<file path="src/rtl/core/bmhq_pkg.sv">
// Shared types and constants for the binary min-heap queue.
package bmhq_pkg;

	localparam int CAPACITY_DEF = 64;
	localparam int KEY_BITS_DEF = 8;
	localparam int IDENT_W      = 6;
	localparam int OUT_KEY_W    = 8;
	localparam int FILL_W       = 7;

	typedef enum logic [1:0] {
		FUNC_PUSH  = 2'd0,
		FUNC_POP   = 2'd1,
		FUNC_CLEAR = 2'd2,
		FUNC_NOP   = 2'd3
	} func_t;

	typedef enum logic [1:0] {
		STAT_DONE  = 2'd0,
		STAT_EMPTY = 2'd1,
		STAT_FULL  = 2'd2
	} stat_t;

	typedef enum logic [2:0] {
		ST_IDLE,
		ST_START,
		ST_UP,
		ST_POPRD,
		ST_DOWN,
		ST_RESP
	} state_t;

	typedef struct packed {
		logic [IDENT_W-1:0]   ident;
		logic [OUT_KEY_W-1:0] key;
		stat_t                status;
		logic [FILL_W-1:0]    fill;
	} result_t;

endpackage

</file>
<file path="src/rtl/core/bmhq_mem.sv">
// Heap slot store: one write port, two registered read ports.
module bmhq_mem #(
	parameter int DEPTH = bmhq_pkg::CAPACITY_DEF,
	parameter int DW    = bmhq_pkg::KEY_BITS_DEF + bmhq_pkg::IDENT_W
) (
	input  logic                     clk,
	input  logic                     wr_en,
	input  logic [$clog2(DEPTH)-1:0] wr_addr,
	input  logic [DW-1:0]            wr_data,
	input  logic [$clog2(DEPTH)-1:0] rd_a_addr,
	input  logic [$clog2(DEPTH)-1:0] rd_b_addr,
	output logic [DW-1:0]            rd_a_data,
	output logic [DW-1:0]            rd_b_data
);

	logic [DW-1:0] mem [DEPTH];

	always_ff @(posedge clk) begin
		if (wr_en) begin
			mem[wr_addr] <= wr_data;
		end
		rd_a_data <= mem[rd_a_addr];
		rd_b_data <= mem[rd_b_addr];
	end

endmodule

</file>
<file path="src/rtl/core/bmhq_ctrl.sv">
// Heap sequencer: decodes requests and walks sift-up / sift-down one level per cycle.
module bmhq_ctrl #(
	parameter int CAPACITY = bmhq_pkg::CAPACITY_DEF,
	parameter int KEY_BITS = bmhq_pkg::KEY_BITS_DEF
) (
	input  logic                                     clk,
	input  logic                                     arst_n,
	input  logic                                     in_valid,
	output logic                                     in_stall,
	input  logic [1:0]                               func,
	input  logic [KEY_BITS-1:0]                      key,
	input  logic [bmhq_pkg::IDENT_W-1:0]             ident,
	output logic                                     res_valid,
	input  logic                                     res_ready,
	output bmhq_pkg::result_t                        res,
	output logic                                     wr_en,
	output logic [$clog2(CAPACITY)-1:0]              wr_addr,
	output logic [KEY_BITS+bmhq_pkg::IDENT_W-1:0]    wr_data,
	output logic [$clog2(CAPACITY)-1:0]              rd_a_addr,
	output logic [$clog2(CAPACITY)-1:0]              rd_b_addr,
	input  logic [KEY_BITS+bmhq_pkg::IDENT_W-1:0]    rd_a_data,
	input  logic [KEY_BITS+bmhq_pkg::IDENT_W-1:0]    rd_b_data
);

	localparam int AW = $clog2(CAPACITY);
	localparam int CW = $clog2(CAPACITY + 1);
	localparam int PW = CW + 1;
	localparam int IW = bmhq_pkg::IDENT_W;
	localparam int DW = KEY_BITS + IW;

	function automatic logic [AW-1:0] parent_of(input logic [AW-1:0] p);
		logic [AW-1:0] m;
		m = p - AW'(1);
		return m >> 1;
	endfunction

	function automatic logic [PW-1:0] left_of(input logic [AW-1:0] p);
		return (PW'(p) << 1) + PW'(1);
	endfunction

	bmhq_pkg::state_t state_q, state_d;
	bmhq_pkg::func_t  func_q, func_d;
	bmhq_pkg::stat_t  status_q, status_d;
	logic [DW-1:0]       mv_q, mv_d;
	logic [AW-1:0]       pos_q, pos_d;
	logic [CW-1:0]       cnt_q, cnt_d;
	logic [KEY_BITS-1:0] res_key_q, res_key_d;
	logic [IW-1:0]       res_id_q, res_id_d;

	logic [KEY_BITS-1:0] mv_key, a_key, b_key, l_best_key;
	logic [PW-1:0]       left_idx, right_idx;
	logic                push_full, pop_empty, up_move;
	logic                l_ok, r_ok, take_l, take_r;

	assign mv_key     = mv_q[DW-1 -: KEY_BITS];
	assign a_key      = rd_a_data[DW-1 -: KEY_BITS];
	assign b_key      = rd_b_data[DW-1 -: KEY_BITS];
	assign push_full  = (cnt_q == CW'(CAPACITY));
	assign pop_empty  = (cnt_q == '0);
	assign up_move    = (pos_q != '0) && (a_key > mv_key);
	assign left_idx   = left_of(pos_q);
	assign right_idx  = left_idx + PW'(1);
	assign l_ok       = (left_idx < PW'(cnt_q));
	assign r_ok       = (right_idx < PW'(cnt_q));
	assign take_l     = l_ok && (a_key < mv_key);
	assign l_best_key = take_l ? a_key : mv_key;
	assign take_r     = r_ok && (b_key < l_best_key);

	// next state
	always_comb begin
		state_d = state_q;
		case (state_q)
			bmhq_pkg::ST_IDLE: begin
				if (in_valid) state_d = bmhq_pkg::ST_START;
			end
			bmhq_pkg::ST_START: begin
				if (func_q == bmhq_pkg::FUNC_PUSH && !push_full) begin
					state_d = bmhq_pkg::ST_UP;
				end else if (func_q == bmhq_pkg::FUNC_POP && !pop_empty) begin
					state_d = bmhq_pkg::ST_POPRD;
				end else begin
					state_d = bmhq_pkg::ST_RESP;
				end
			end
			bmhq_pkg::ST_UP: begin
				if (!up_move) state_d = bmhq_pkg::ST_RESP;
			end
			bmhq_pkg::ST_POPRD: begin
				state_d = pop_empty ? bmhq_pkg::ST_RESP : bmhq_pkg::ST_DOWN;
			end
			bmhq_pkg::ST_DOWN: begin
				if (!(take_l || take_r)) state_d = bmhq_pkg::ST_RESP;
			end
			bmhq_pkg::ST_RESP: begin
				if (res_ready) state_d = bmhq_pkg::ST_IDLE;
			end
			default: state_d = bmhq_pkg::ST_IDLE;
		endcase
	end

	// datapath and memory accesses
	always_comb begin
		func_d    = func_q;
		mv_d      = mv_q;
		pos_d     = pos_q;
		cnt_d     = cnt_q;
		status_d  = status_q;
		res_key_d = res_key_q;
		res_id_d  = res_id_q;
		wr_en     = 1'b0;
		wr_addr   = pos_q;
		wr_data   = mv_q;
		rd_a_addr = '0;
		rd_b_addr = '0;
		case (state_q)
			bmhq_pkg::ST_IDLE: begin
				if (in_valid) begin
					func_d = bmhq_pkg::func_t'(func);
					mv_d   = {key, ident};
				end
			end
			bmhq_pkg::ST_START: begin
				res_key_d = '0;
				res_id_d  = '0;
				status_d  = bmhq_pkg::STAT_DONE;
				case (func_q)
					bmhq_pkg::FUNC_PUSH: begin
						if (push_full) begin
							status_d = bmhq_pkg::STAT_FULL;
						end else begin
							cnt_d     = cnt_q + CW'(1);
							pos_d     = cnt_q[AW-1:0];
							rd_a_addr = parent_of(cnt_q[AW-1:0]);
						end
					end
					bmhq_pkg::FUNC_POP: begin
						if (pop_empty) begin
							status_d = bmhq_pkg::STAT_EMPTY;
						end else begin
							cnt_d     = cnt_q - CW'(1);
							rd_b_addr = AW'(cnt_q - CW'(1));
						end
					end
					bmhq_pkg::FUNC_CLEAR: cnt_d = '0;
					default: ;
				endcase
			end
			bmhq_pkg::ST_UP: begin
				// drop the parent into the hole, or settle the new entry here
				wr_en = 1'b1;
				if (up_move) begin
					wr_data   = rd_a_data;
					pos_d     = parent_of(pos_q);
					rd_a_addr = parent_of(parent_of(pos_q));
				end
			end
			bmhq_pkg::ST_POPRD: begin
				res_key_d = rd_a_data[DW-1 -: KEY_BITS];
				res_id_d  = rd_a_data[IW-1:0];
				mv_d      = rd_b_data;
				pos_d     = '0;
				rd_a_addr = AW'(1);
				rd_b_addr = AW'(2);
			end
			bmhq_pkg::ST_DOWN: begin
				wr_en = 1'b1;
				if (take_r) begin
					wr_data = rd_b_data;
					pos_d   = right_idx[AW-1:0];
				end else if (take_l) begin
					wr_data = rd_a_data;
					pos_d   = left_idx[AW-1:0];
				end
				rd_a_addr = AW'(left_of(pos_d));
				rd_b_addr = AW'(left_of(pos_d) + PW'(1));
			end
			bmhq_pkg::ST_RESP: ;
			default: ;
		endcase
	end

	always_ff @(posedge clk or negedge arst_n) begin
		if (!arst_n) begin
			state_q <= bmhq_pkg::ST_IDLE;
			cnt_q   <= '0;
		end else begin
			state_q <= state_d;
			cnt_q   <= cnt_d;
		end
	end

	always_ff @(posedge clk) begin
		func_q    <= func_d;
		mv_q      <= mv_d;
		pos_q     <= pos_d;
		status_q  <= status_d;
		res_key_q <= res_key_d;
		res_id_q  <= res_id_d;
	end

	assign in_stall   = (state_q != bmhq_pkg::ST_IDLE);
	assign res_valid  = (state_q == bmhq_pkg::ST_RESP);
	assign res.ident  = res_id_q;
	assign res.key    = bmhq_pkg::OUT_KEY_W'(res_key_q);
	assign res.status = status_q;
	assign res.fill   = bmhq_pkg::FILL_W'(cnt_q);

	a_cnt_bound: assert property (@(posedge clk) disable iff (!arst_n)
		cnt_q <= CW'(CAPACITY))
		else $error("entry count above capacity");

	a_cnt_only_start: assert property (@(posedge clk) disable iff (!arst_n)
		(state_q != bmhq_pkg::ST_START) |=> $stable(cnt_q))
		else $error("entry count moved outside request decode");

	a_pop_dec: assert property (@(posedge clk) disable iff (!arst_n)
		(state_q == bmhq_pkg::ST_START && func_q == bmhq_pkg::FUNC_POP && !pop_empty)
		|=> (state_q == bmhq_pkg::ST_POPRD && cnt_q == $past(cnt_q) - CW'(1)))
		else $error("pop did not take one entry");

	a_down_deeper: assert property (@(posedge clk) disable iff (!arst_n)
		(state_q == bmhq_pkg::ST_DOWN) ##1 (state_q == bmhq_pkg::ST_DOWN)
		|-> (pos_q > $past(pos_q)))
		else $error("sift-down did not descend");

	a_up_shallower: assert property (@(posedge clk) disable iff (!arst_n)
		(state_q == bmhq_pkg::ST_UP) ##1 (state_q == bmhq_pkg::ST_UP)
		|-> (pos_q < $past(pos_q)))
		else $error("sift-up did not climb");

endmodule

</file>
<file path="src/rtl/core/binary_min_heap_queue.sv">
// Top level of the binary min-heap queue: sequencer, slot store and result register.
//
// Requests arrive on the input channel (in_valid / in_stall) with func, key and
// ident; func selects push, pop minimum or clear, code 3 does nothing. Every
// request yields exactly one result beat on the output channel (out_valid /
// out_stall): the popped ident and key (zero unless a pop succeeded), a status
// (done, pop refused on empty, push refused on full) and the fill level after
// the request.
// One request is worked at a time. A clear, a no-op or a refused request goes
// from decode straight to the result; a push walks the sift-up, and a pop reads
// the root and the last slot, then walks the sift-down before its result;
// a pop that leaves the heap empty skips the sift-down.
// The sift walk reads and writes the slot memory one level per cycle through
// its registered read ports.
// The result sits in an output register, so the next request is accepted while
// a result is still stalled; a further result waits in the sequencer until the
// register frees. At reset the fill level goes to zero and both channels idle;
// the slot memory is not cleared, as only slots below the fill level are used.
module binary_min_heap_queue #(
	parameter int CAPACITY = bmhq_pkg::CAPACITY_DEF,
	parameter int KEY_BITS = bmhq_pkg::KEY_BITS_DEF
) (
	input  logic                              clk,
	input  logic                              arst_n,
	input  logic                              in_valid,
	output logic                              in_stall,
	input  logic [1:0]                        func,
	input  logic [KEY_BITS-1:0]               key,
	input  logic [bmhq_pkg::IDENT_W-1:0]      ident,
	output logic                              out_valid,
	input  logic                              out_stall,
	output logic [bmhq_pkg::IDENT_W-1:0]      out_ident,
	output logic [bmhq_pkg::OUT_KEY_W-1:0]    out_key,
	output logic [1:0]                        status,
	output logic [bmhq_pkg::FILL_W-1:0]       fill
);

	localparam int AW = $clog2(CAPACITY);
	localparam int DW = KEY_BITS + bmhq_pkg::IDENT_W;

	logic              res_valid, res_ready;
	bmhq_pkg::result_t res;
	logic              wr_en;
	logic [AW-1:0]     wr_addr, rd_a_addr, rd_b_addr;
	logic [DW-1:0]     wr_data, rd_a_data, rd_b_data;

	logic              out_valid_q;
	bmhq_pkg::result_t out_q;

	bmhq_ctrl #(
		.CAPACITY (CAPACITY),
		.KEY_BITS (KEY_BITS)
	) u_ctrl (
		.clk       (clk),
		.arst_n    (arst_n),
		.in_valid  (in_valid),
		.in_stall  (in_stall),
		.func      (func),
		.key       (key),
		.ident     (ident),
		.res_valid (res_valid),
		.res_ready (res_ready),
		.res       (res),
		.wr_en     (wr_en),
		.wr_addr   (wr_addr),
		.wr_data   (wr_data),
		.rd_a_addr (rd_a_addr),
		.rd_b_addr (rd_b_addr),
		.rd_a_data (rd_a_data),
		.rd_b_data (rd_b_data)
	);

	bmhq_mem #(
		.DEPTH (CAPACITY),
		.DW    (DW)
	) u_mem (
		.clk       (clk),
		.wr_en     (wr_en),
		.wr_addr   (wr_addr),
		.wr_data   (wr_data),
		.rd_a_addr (rd_a_addr),
		.rd_b_addr (rd_b_addr),
		.rd_a_data (rd_a_data),
		.rd_b_data (rd_b_data)
	);

	// take a new result when the register is empty or its beat leaves this cycle
	assign res_ready = !out_valid_q || !out_stall;

	always_ff @(posedge clk or negedge arst_n) begin
		if (!arst_n) begin
			out_valid_q <= 1'b0;
		end else if (res_ready) begin
			out_valid_q <= res_valid;
		end
	end

	// hold the payload while stalled
	always_ff @(posedge clk) begin
		if (res_ready && res_valid) begin
			out_q <= res;
		end
	end

	assign out_valid = out_valid_q;
	assign out_ident = out_q.ident;
	assign out_key   = out_q.key;
	assign status    = out_q.status;
	assign fill      = out_q.fill;

endmodule
</file>
<file path="config.mk">
export PLATFORM = sky130hd
export DESIGN_NAME = binary_min_heap_queue
export DESIGN_NICKNAME = d
export VERILOG_FILES = /design/src/rtl/core/bmhq_pkg.sv /design/src/rtl/core/bmhq_mem.sv /design/src/rtl/core/bmhq_ctrl.sv /design/src/rtl/core/binary_min_heap_queue.sv
export SDC_FILE = /design/constraint.sdc
export NUM_CORES = 2
export LEC_CHECK = 0
export BUFFER_PORTS_ARGS = -buffer_cell sky130_fd_sc_hd__buf_2
export CAP_MARGIN = 20
export CORE_ASPECT_RATIO = 1.4
export CORE_UTILIZATION = 45
export CTS_CLUSTER_SIZE = 25
export DETAILED_ROUTE_END_ITERATION = 8
export GPL_ROUTABILITY_DRIVEN = 0
export SLEW_MARGIN = 20
export SYNTH_ARGS = -nofsm -noshare
export SYNTH_HDL_FRONTEND = slang
export SYNTH_SLANG_ARGS = --single-unit
export TNS_END_PERCENT = 50
</file>
<file path="constraint.sdc">
create_clock -name clk -period 7.9 [get_ports clk]
set_input_delay 0.79 -clock clk [delete_from_list [all_inputs] [get_ports clk]]
set_output_delay 0.79 -clock clk [all_outputs]
set_load 0.02 [all_outputs]
</file>
=== Word-level counts from Yosys, hierarchy flattened ===
Memory sizes are Yosys's and may differ from the RTL's. A register that Yosys moved wholly into a read port is not among the register bits.
Index checks and enable logic that the tools add are counted.

* $mul: 0
* Equal/unequal tests: 17
* Mux-type cells: 40
* Div/mod/pow operators: 0
* Shift-type cells: 0
* Add/sub/neg operators: 9
* Reductions and logical operators: 27
* Magnitude comparators: 5
* Bitwise operators: 0

{| class="wikitable"
|+ Operator list
! cell !! number
|-
| 14-bit two-way mux || 4
|-
| 14-bit one-hot mux with 2 select lines || 2
|-
| 6-bit two-way mux || 9
|-
| 6-bit one-hot mux with 4 select lines || 2
|-
| 7-bit one-hot mux with 3 select lines || 1
|-
| 3-bit two-way mux || 6
|-
| 3-bit one-hot mux with 6 select lines || 1
|-
| 6-bit one-hot mux with 3 select lines || 1
|-
| 8-bit by 7-bit < comparator with 1-bit output || 2
|-
| 8-bit < comparator || 2
|-
| 8-bit one-hot mux with 2 select lines || 1
|-
| 7-bit two-way mux || 2
|-
| 6-bit by 1-bit adder with 6-bit output, second input constant || 2
|-
| 2-bit inequality test, second input constant || 6
|-
| 6-bit one-hot mux with 2 select lines || 1
|-
| 4-bit AND reduction || 3
|-
| 6-bit by 1-bit subtractor with 6-bit output, second input constant || 2
|-
| 5-bit two-way mux || 2
|-
| 7-bit by 1-bit adder with 8-bit output, second input constant || 1
|-
| 8-bit by 1-bit adder with 8-bit output, second input constant || 1
|-
| 8-bit > comparator || 1
|-
| 8-bit two-way mux || 1
|-
| 7-bit by 1-bit adder with 7-bit output, second input constant || 1
|-
| 7-bit == test, second input constant || 1
|-
| 23 further kinds || 43
|}

* Latch bits: 0
* ROM bits: 0
* Output and inout bits: 25
* Bits in registers: 72
* Input port bits: 20
* Word-level logic and storage cells: 112
* Memory bits (writable): 896
* Memories: 1

{| class="wikitable"
|+ Memory list
! name !! words !! width !! rd ports !! clocked after memory_dff !! wr ports !! RTL line !! source
|-
| u_mem.mem || 64 || 14 || 2 || 2 || 1 || bmhq_mem.sv:16 || <nowiki>logic [DW-1:0] mem [DEPTH];</nowiki>
|}

=== Longest topological paths before layout ===
* Depth after elaboration: 11
* Mapped depth: 29

=== Cells and area by module ===
From an unflattened synthesis, not the netlist that was laid out.

* Cells, all modules: 2,641
* Area, all modules: 47,166.5 sq um

{| class="wikitable"
|+ Modules (own cells, without submodules)
! module !! area an instance (sq um) !! instances !! cells an instance !! sequential area each (sq um)
|-
| bmhq_mem || 42,149.2 || 1 || 2,110 || 27,466.3
|-
| bmhq_ctrl || 4,279.1 || 1 || 504 || 1,391.3
|-
| binary_min_heap_queue || 738.2 || 1 || 27 || 715.7
|}

=== Worst setup path after synthesis ===
Ideal clock, no wire load.

* Path kind: register -> register
* Start: register u_ctrl.cnt_q[4]
* End: memory u_mem.mem[0][10] in the netlist's numbering, data pin
* Buffers on the path: 4
* Setup time: 0.701 ns
* Arrival: 6.718 ns
* Path slack: 0.481 ns
* Period minus slack after synthesis: 7.419 ns
* Stages on the path, launching flop included: 21
* Cells stage by stage: dfrtp_1 > inv_1 > ha_1 > a211oi_1 > o22ai_1 > or3_1 > nor2_1 > clkbuf_1 > a21oi_1 > ha_1 > a211oi_1 > o21ai_1 > a2111oi_0 > and3_1 > a31oi_4 > buf_2 > buf_1 > clkbuf_1 > nand2_1 > o21ai_0 > o21ai_0

* Word-level cells in the longest chain between the ends: 7

{| class="wikitable"
|+ Ends and longest elaborated chain
! item !! RTL line !! source
|-
| start: declaration || bmhq_ctrl.sv:46 || <nowiki>logic [CW-1:0] cnt_q, cnt_d;</nowiki>
|-
| start signal: assignment || bmhq_ctrl.sv:188 || <nowiki>cnt_q <= cnt_d;</nowiki>
|-
| 8-bit by 7-bit < comparator with 1-bit output || bmhq_ctrl.sv:63 || <nowiki>assign l_ok = (left_idx < PW'(cnt_q));</nowiki>
|-
| 1-bit logical AND || bmhq_ctrl.sv:65 || <nowiki>assign take_l = l_ok && (a_key < mv_key);</nowiki>
|-
| 8-bit two-way mux || bmhq_ctrl.sv:66 || <nowiki>assign l_best_key = take_l ? a_key : mv_key;</nowiki>
|-
| 8-bit < comparator || bmhq_ctrl.sv:67 || <nowiki>assign take_r = r_ok && (b_key < l_best_key);</nowiki>
|-
| 1-bit logical AND || bmhq_ctrl.sv:67 ||
|-
| 14-bit two-way mux (*) || bmhq_ctrl.sv:167 || <nowiki>if (take_r) begin</nowiki>
|-
| 14-bit one-hot mux with 2 select lines (*) || bmhq_ctrl.sv:115 || <nowiki>case (state_q)</nowiki>
|-
| named net u_ctrl.wr_data (one bit) || bmhq_ctrl.sv:18 || <nowiki>output logic [KEY_BITS+bmhq_pkg::IDENT_W-1:0] wr_data,</nowiki>
|-
| end: declaration || bmhq_mem.sv:16 ||
|}

Mark *: on every way through the listed nets, which the timed path passes. The rest lies on a longest branch.

=== Final worst setup path ===
* Start: register u_ctrl.cnt_q[4]
* End: register u_mem.rd_b_data[1] (read register of u_mem.mem)

* Word-level cells in the longest chain between the ends: 10

{| class="wikitable"
|+ Ends and longest elaborated chain
! item !! RTL line !! source
|-
| 8-bit by 7-bit < comparator with 1-bit output || bmhq_ctrl.sv:63 ||
|-
| 1-bit logical AND || bmhq_ctrl.sv:65 ||
|-
| 8-bit two-way mux || bmhq_ctrl.sv:66 ||
|-
| 8-bit < comparator || bmhq_ctrl.sv:67 ||
|-
| 1-bit logical AND || bmhq_ctrl.sv:67 ||
|-
| 6-bit two-way mux || bmhq_ctrl.sv:167 ||
|-
| 6-bit two-way mux || bmhq_ctrl.sv:115 ||
|-
| 6-bit by 1-bit adder with 6-bit output || bmhq_ctrl.sv:38 || <nowiki>return (PW'(p) << 1) + PW'(1);</nowiki>
|-
| 6-bit by 1-bit adder with 6-bit output || bmhq_ctrl.sv:175 || <nowiki>rd_b_addr = AW'(left_of(pos_d) + PW'(1));</nowiki>
|-
| 6-bit one-hot mux with 3 select lines (*) || bmhq_ctrl.sv:115 ||
|-
| end: declaration || bmhq_mem.sv:13 || <nowiki>output logic [DW-1:0] rd_b_data</nowiki>
|}

Mark *: on every way between the ends. The rest lies on a longest branch, timed or not. The select of a mux whose other input is x is not followed.
A chain may end at the register's enable or synchronous reset.

==> results.ini <==
[run_status]
outcome=finished clean

[sta]
setup_tns_ns=0
slew_viol_final=0
min_period_ns=7.540
setup_viol=0
worstMarginPinSlew_ns=1.180
hold_viol_final=0
post-route-period-util_pct=95.45
fmax_mhz=132.6
rsz0062_at_grt=false
max_slew_margin_pct=21.14
skew_ns=0.03271

[clock_tree]
ctsLongestPathBuffers=3
clk_pin_slew_ns=0.06
clock-sinks=996
cts_buffers=94
cts_tree=done
clk_latency_ns=0.72
cts-root-buf=clkbuf_16
cts_htree_levels=3

[detailed_routing]
routed_wl_mm=154.6
drtIter0Drc=3747
remaining_drc_errors=0
detail_route.wl_per_cell_um=29.18
dr.pass1.iters=6
vias=33100
vias_per_cell=6.248
ant_nets=0

[critical_path]
critPathMaxStageDelay_ns=0.51
crit_required_ns=8.48
cp_cell_sequence=inv_1 -> ha_1 -> a211oi_1 -> o22ai_1 -> or3_1 -> nor2_2 -> buf_4 -> a21oi_1 -> ha_1 -> a211oi_1 -> o21ai_1 -> a2111oi_0 -> and3_1 -> a31oi_4 -> a21oi_1 -> o221ai_1 -> ha_1 -> a22o_4 -> buf_12 -> mux4_2 -> mux2i_2 -> mux2i_1 -> mux2i_1 -> mux2i_1
crit_buf_inv=3
reg2reg_depth=24
cp.arrival_ns=8.12
cp-start-kind=register
cp_top_family=compound AO/OA/AOI/OAI gates
end_kind=register
crit_slowest_cell=a22o_4
path_depth=24
critPathKind=register to register
worstPathMaxFanout=39

[logic_synthesis]
seq_area_frac_synth_pct=60.30
ys.flop_type=edfxtp_1
synth_cell_types=76
avgSynthCellArea_um2=13.06
syn-num-nets=3812
synth_seq_cells=996
ys_async_sr_fraction_pct=1.104
syn_area_um2=49050
synth_edf_count=957
netlist_instances=3755
synth_warnings=0

[worst_hold_path]
holdPathStages=1
hp-class=input pin to register

[floorplan]
io_pins=45
fp.dieW_um=281.0
die_h_um=392.6
initial_core_util_pct=45.63
fp-row-count=142
core_um2=107500
dieArea_um2=110300

[global_routing]
antenna_found_initial=4
use_met1_pct=33.76
use_met3_pct=4.200
grt_util_all_layers_pct=28.17
busiest_layer=met2
grt_overflow=0
grt_use_met2_pct=47.08
grt_max_degree=177
grt_pass1_wl_mm=223.3
grt_pass1_vias=32490

[placed_design]
io_buffers=44
dp_hpwl_mm=99.91

[layout]
finish.net_count=3834
n_fill_cell=9012
drive_above_1_share_pct=16.77
area_growth_pct=11.94

[job]
cap_violations=0

[final cells by class]
cell class                      count  area, µm²  share of cell area (%)
Tap cell                         1440       1802                   3.282
Clock inverter                     43      437.9                  0.7976
Inverter                           39      146.4                  0.2666
Timing Repair Buffer              218       1886                   3.434
Multi-Input combinational cell   2428      18340                   33.41
Clock buffer                      133       2715                   4.945
Antenna cell                        1      2.502                0.004558
Sequential cell                   996      29570                   53.86
[cell usage in the layout (no fill, tap or decap), drive strengths merged, types with 117 or more instances in the layout]
master,n
edfxtp,957
nand2,818
mux4,224
mux2i,219
buf,217
clkbuf,133
nand3,129
a211oi,129
and2,122
nor2,117
[flip-flops by register name, summed over array words and instances, names as in the netlist, 2 cells and up]
signal and count:
u_mem.mem 896, u_ctrl.mv_q 14, u_mem.rd_a_data 14, u_mem.rd_b_data 14
out_key 8, u_ctrl.res_key_q 8, fill 7, u_ctrl.cnt_q 7
out_ident 6, u_ctrl.res_id_q 6, u_ctrl.wr_addr 6, u_ctrl.state_q 3
status 2, u_ctrl.func_q 2, u_ctrl.status_q 2
[routing by layer]
metal	share of wire [%]	routed length [µm]
met2	49	76130
met5	0.016	25
met1	37	57300
met4	6.8	10560
met3	6.9	10590
[per-stage QoR]
stage / cells / hold WS, ns / utilization, % / instance area [µm²] / worst slack, ns
CTS: 5295 / 0.2256 / 50.99 / 54810 / 0.1758
global placement: 5118 / 0.4022 / 48.04 / 51640 / 0.2927
finish: 5298 / 0.2627 / 51.08 / 54910 / 0.3597
floorplan: 3755 / 0.4003 / - / 49050 / 0.4808
detailed placement: 5118 / 0.4045 / 48.04 / 51640 / 0.1922
global route: 5297 / 0.2551 / 51.08 / 54900 / 0.06955
[cells in the mapped netlist, drive strengths merged (3+ instances only)]
library cell | count | area, µm²
o31ai | 3 | 22.52
a21o | 3 | 22.52
nor2 | 117 | 439.2
a21oi | 94 | 474.2
a22o | 4 | 35.03
a22oi | 15 | 117.6
mux2 | 15 | 168.9
nand2b | 5 | 31.28
a31oi | 63 | 409.1
o22ai | 6 | 37.54
buf | 177 | 853.3
or2 | 4 | 25.02
o21ai | 107 | 535.5
dfrtp | 11 | 275.3
ha | 37 | 462.9
a211oi | 129 | 985.9
or3 | 9 | 56.30
a32oi | 3 | 26.28
o211ai | 116 | 870.8
and2 | 122 | 763.2
mux2i | 219 | 2192
nand3 | 129 | 645.6
nand2 | 818 | 3070
nor3 | 5 | 36.29
a311oi | 62 | 560.5
a311o | 3 | 30.03
o22a | 27 | 236.5
nand4 | 16 | 100.1
and3 | 21 | 131.4
dfxtp | 28 | 560.5
mux4 | 224 | 5045
xnor2 | 11 | 96.34
xor2 | 6 | 52.55
o21a | 3 | 22.52
edfxtp | 957 | 28740
inv | 37 | 138.9
a32o | 4 | 40.04
clkbuf | 115 | 432.9
[path summary, 6_finish.rpt]
| check | start | end | slack [ns] |
|---|---|---|---|
| max reg2reg | u_ctrl.cnt_q[4] | u_mem.rd_b_data[1] | 0.36 |
| min | func[1] | u_ctrl.func_q[1] | 0.26 |
| min reg2reg | u_ctrl.res_key_q[6] | out_key[6] | 0.41 |
| max in group asynchronous | arst_n | u_ctrl.cnt_q[4] | 7.17 |
| min in group asynchronous | arst_n | out_valid | 0.50 |
| max | u_ctrl.cnt_q[4] | u_mem.rd_b_data[1] | 0.36 |
[cell families after synthesis]
group / share of synthesized area [%]
XOR/XNOR: 0.3036
AO/OA/AOI/OAI: 9.487
adder cells (fa/ha/maj): 0.9439
flip-flops: 60.30
multiplexers: 15.10
buffers and inverters: 2.921
AND/OR/NAND/NOR: 10.95
[what timing repair did]
item                                    CTS  global route
endpoints found under the setup margin    0             5
hold endpoints to repair                 11             0
hold buffers                              1             0
gates resized for setup                   0             9
buffers inserted                          0             0
Power is left out: the tool's default activity adds up to more than one toggle a clock period on the data nets, which glitch-free logic cannot reach.
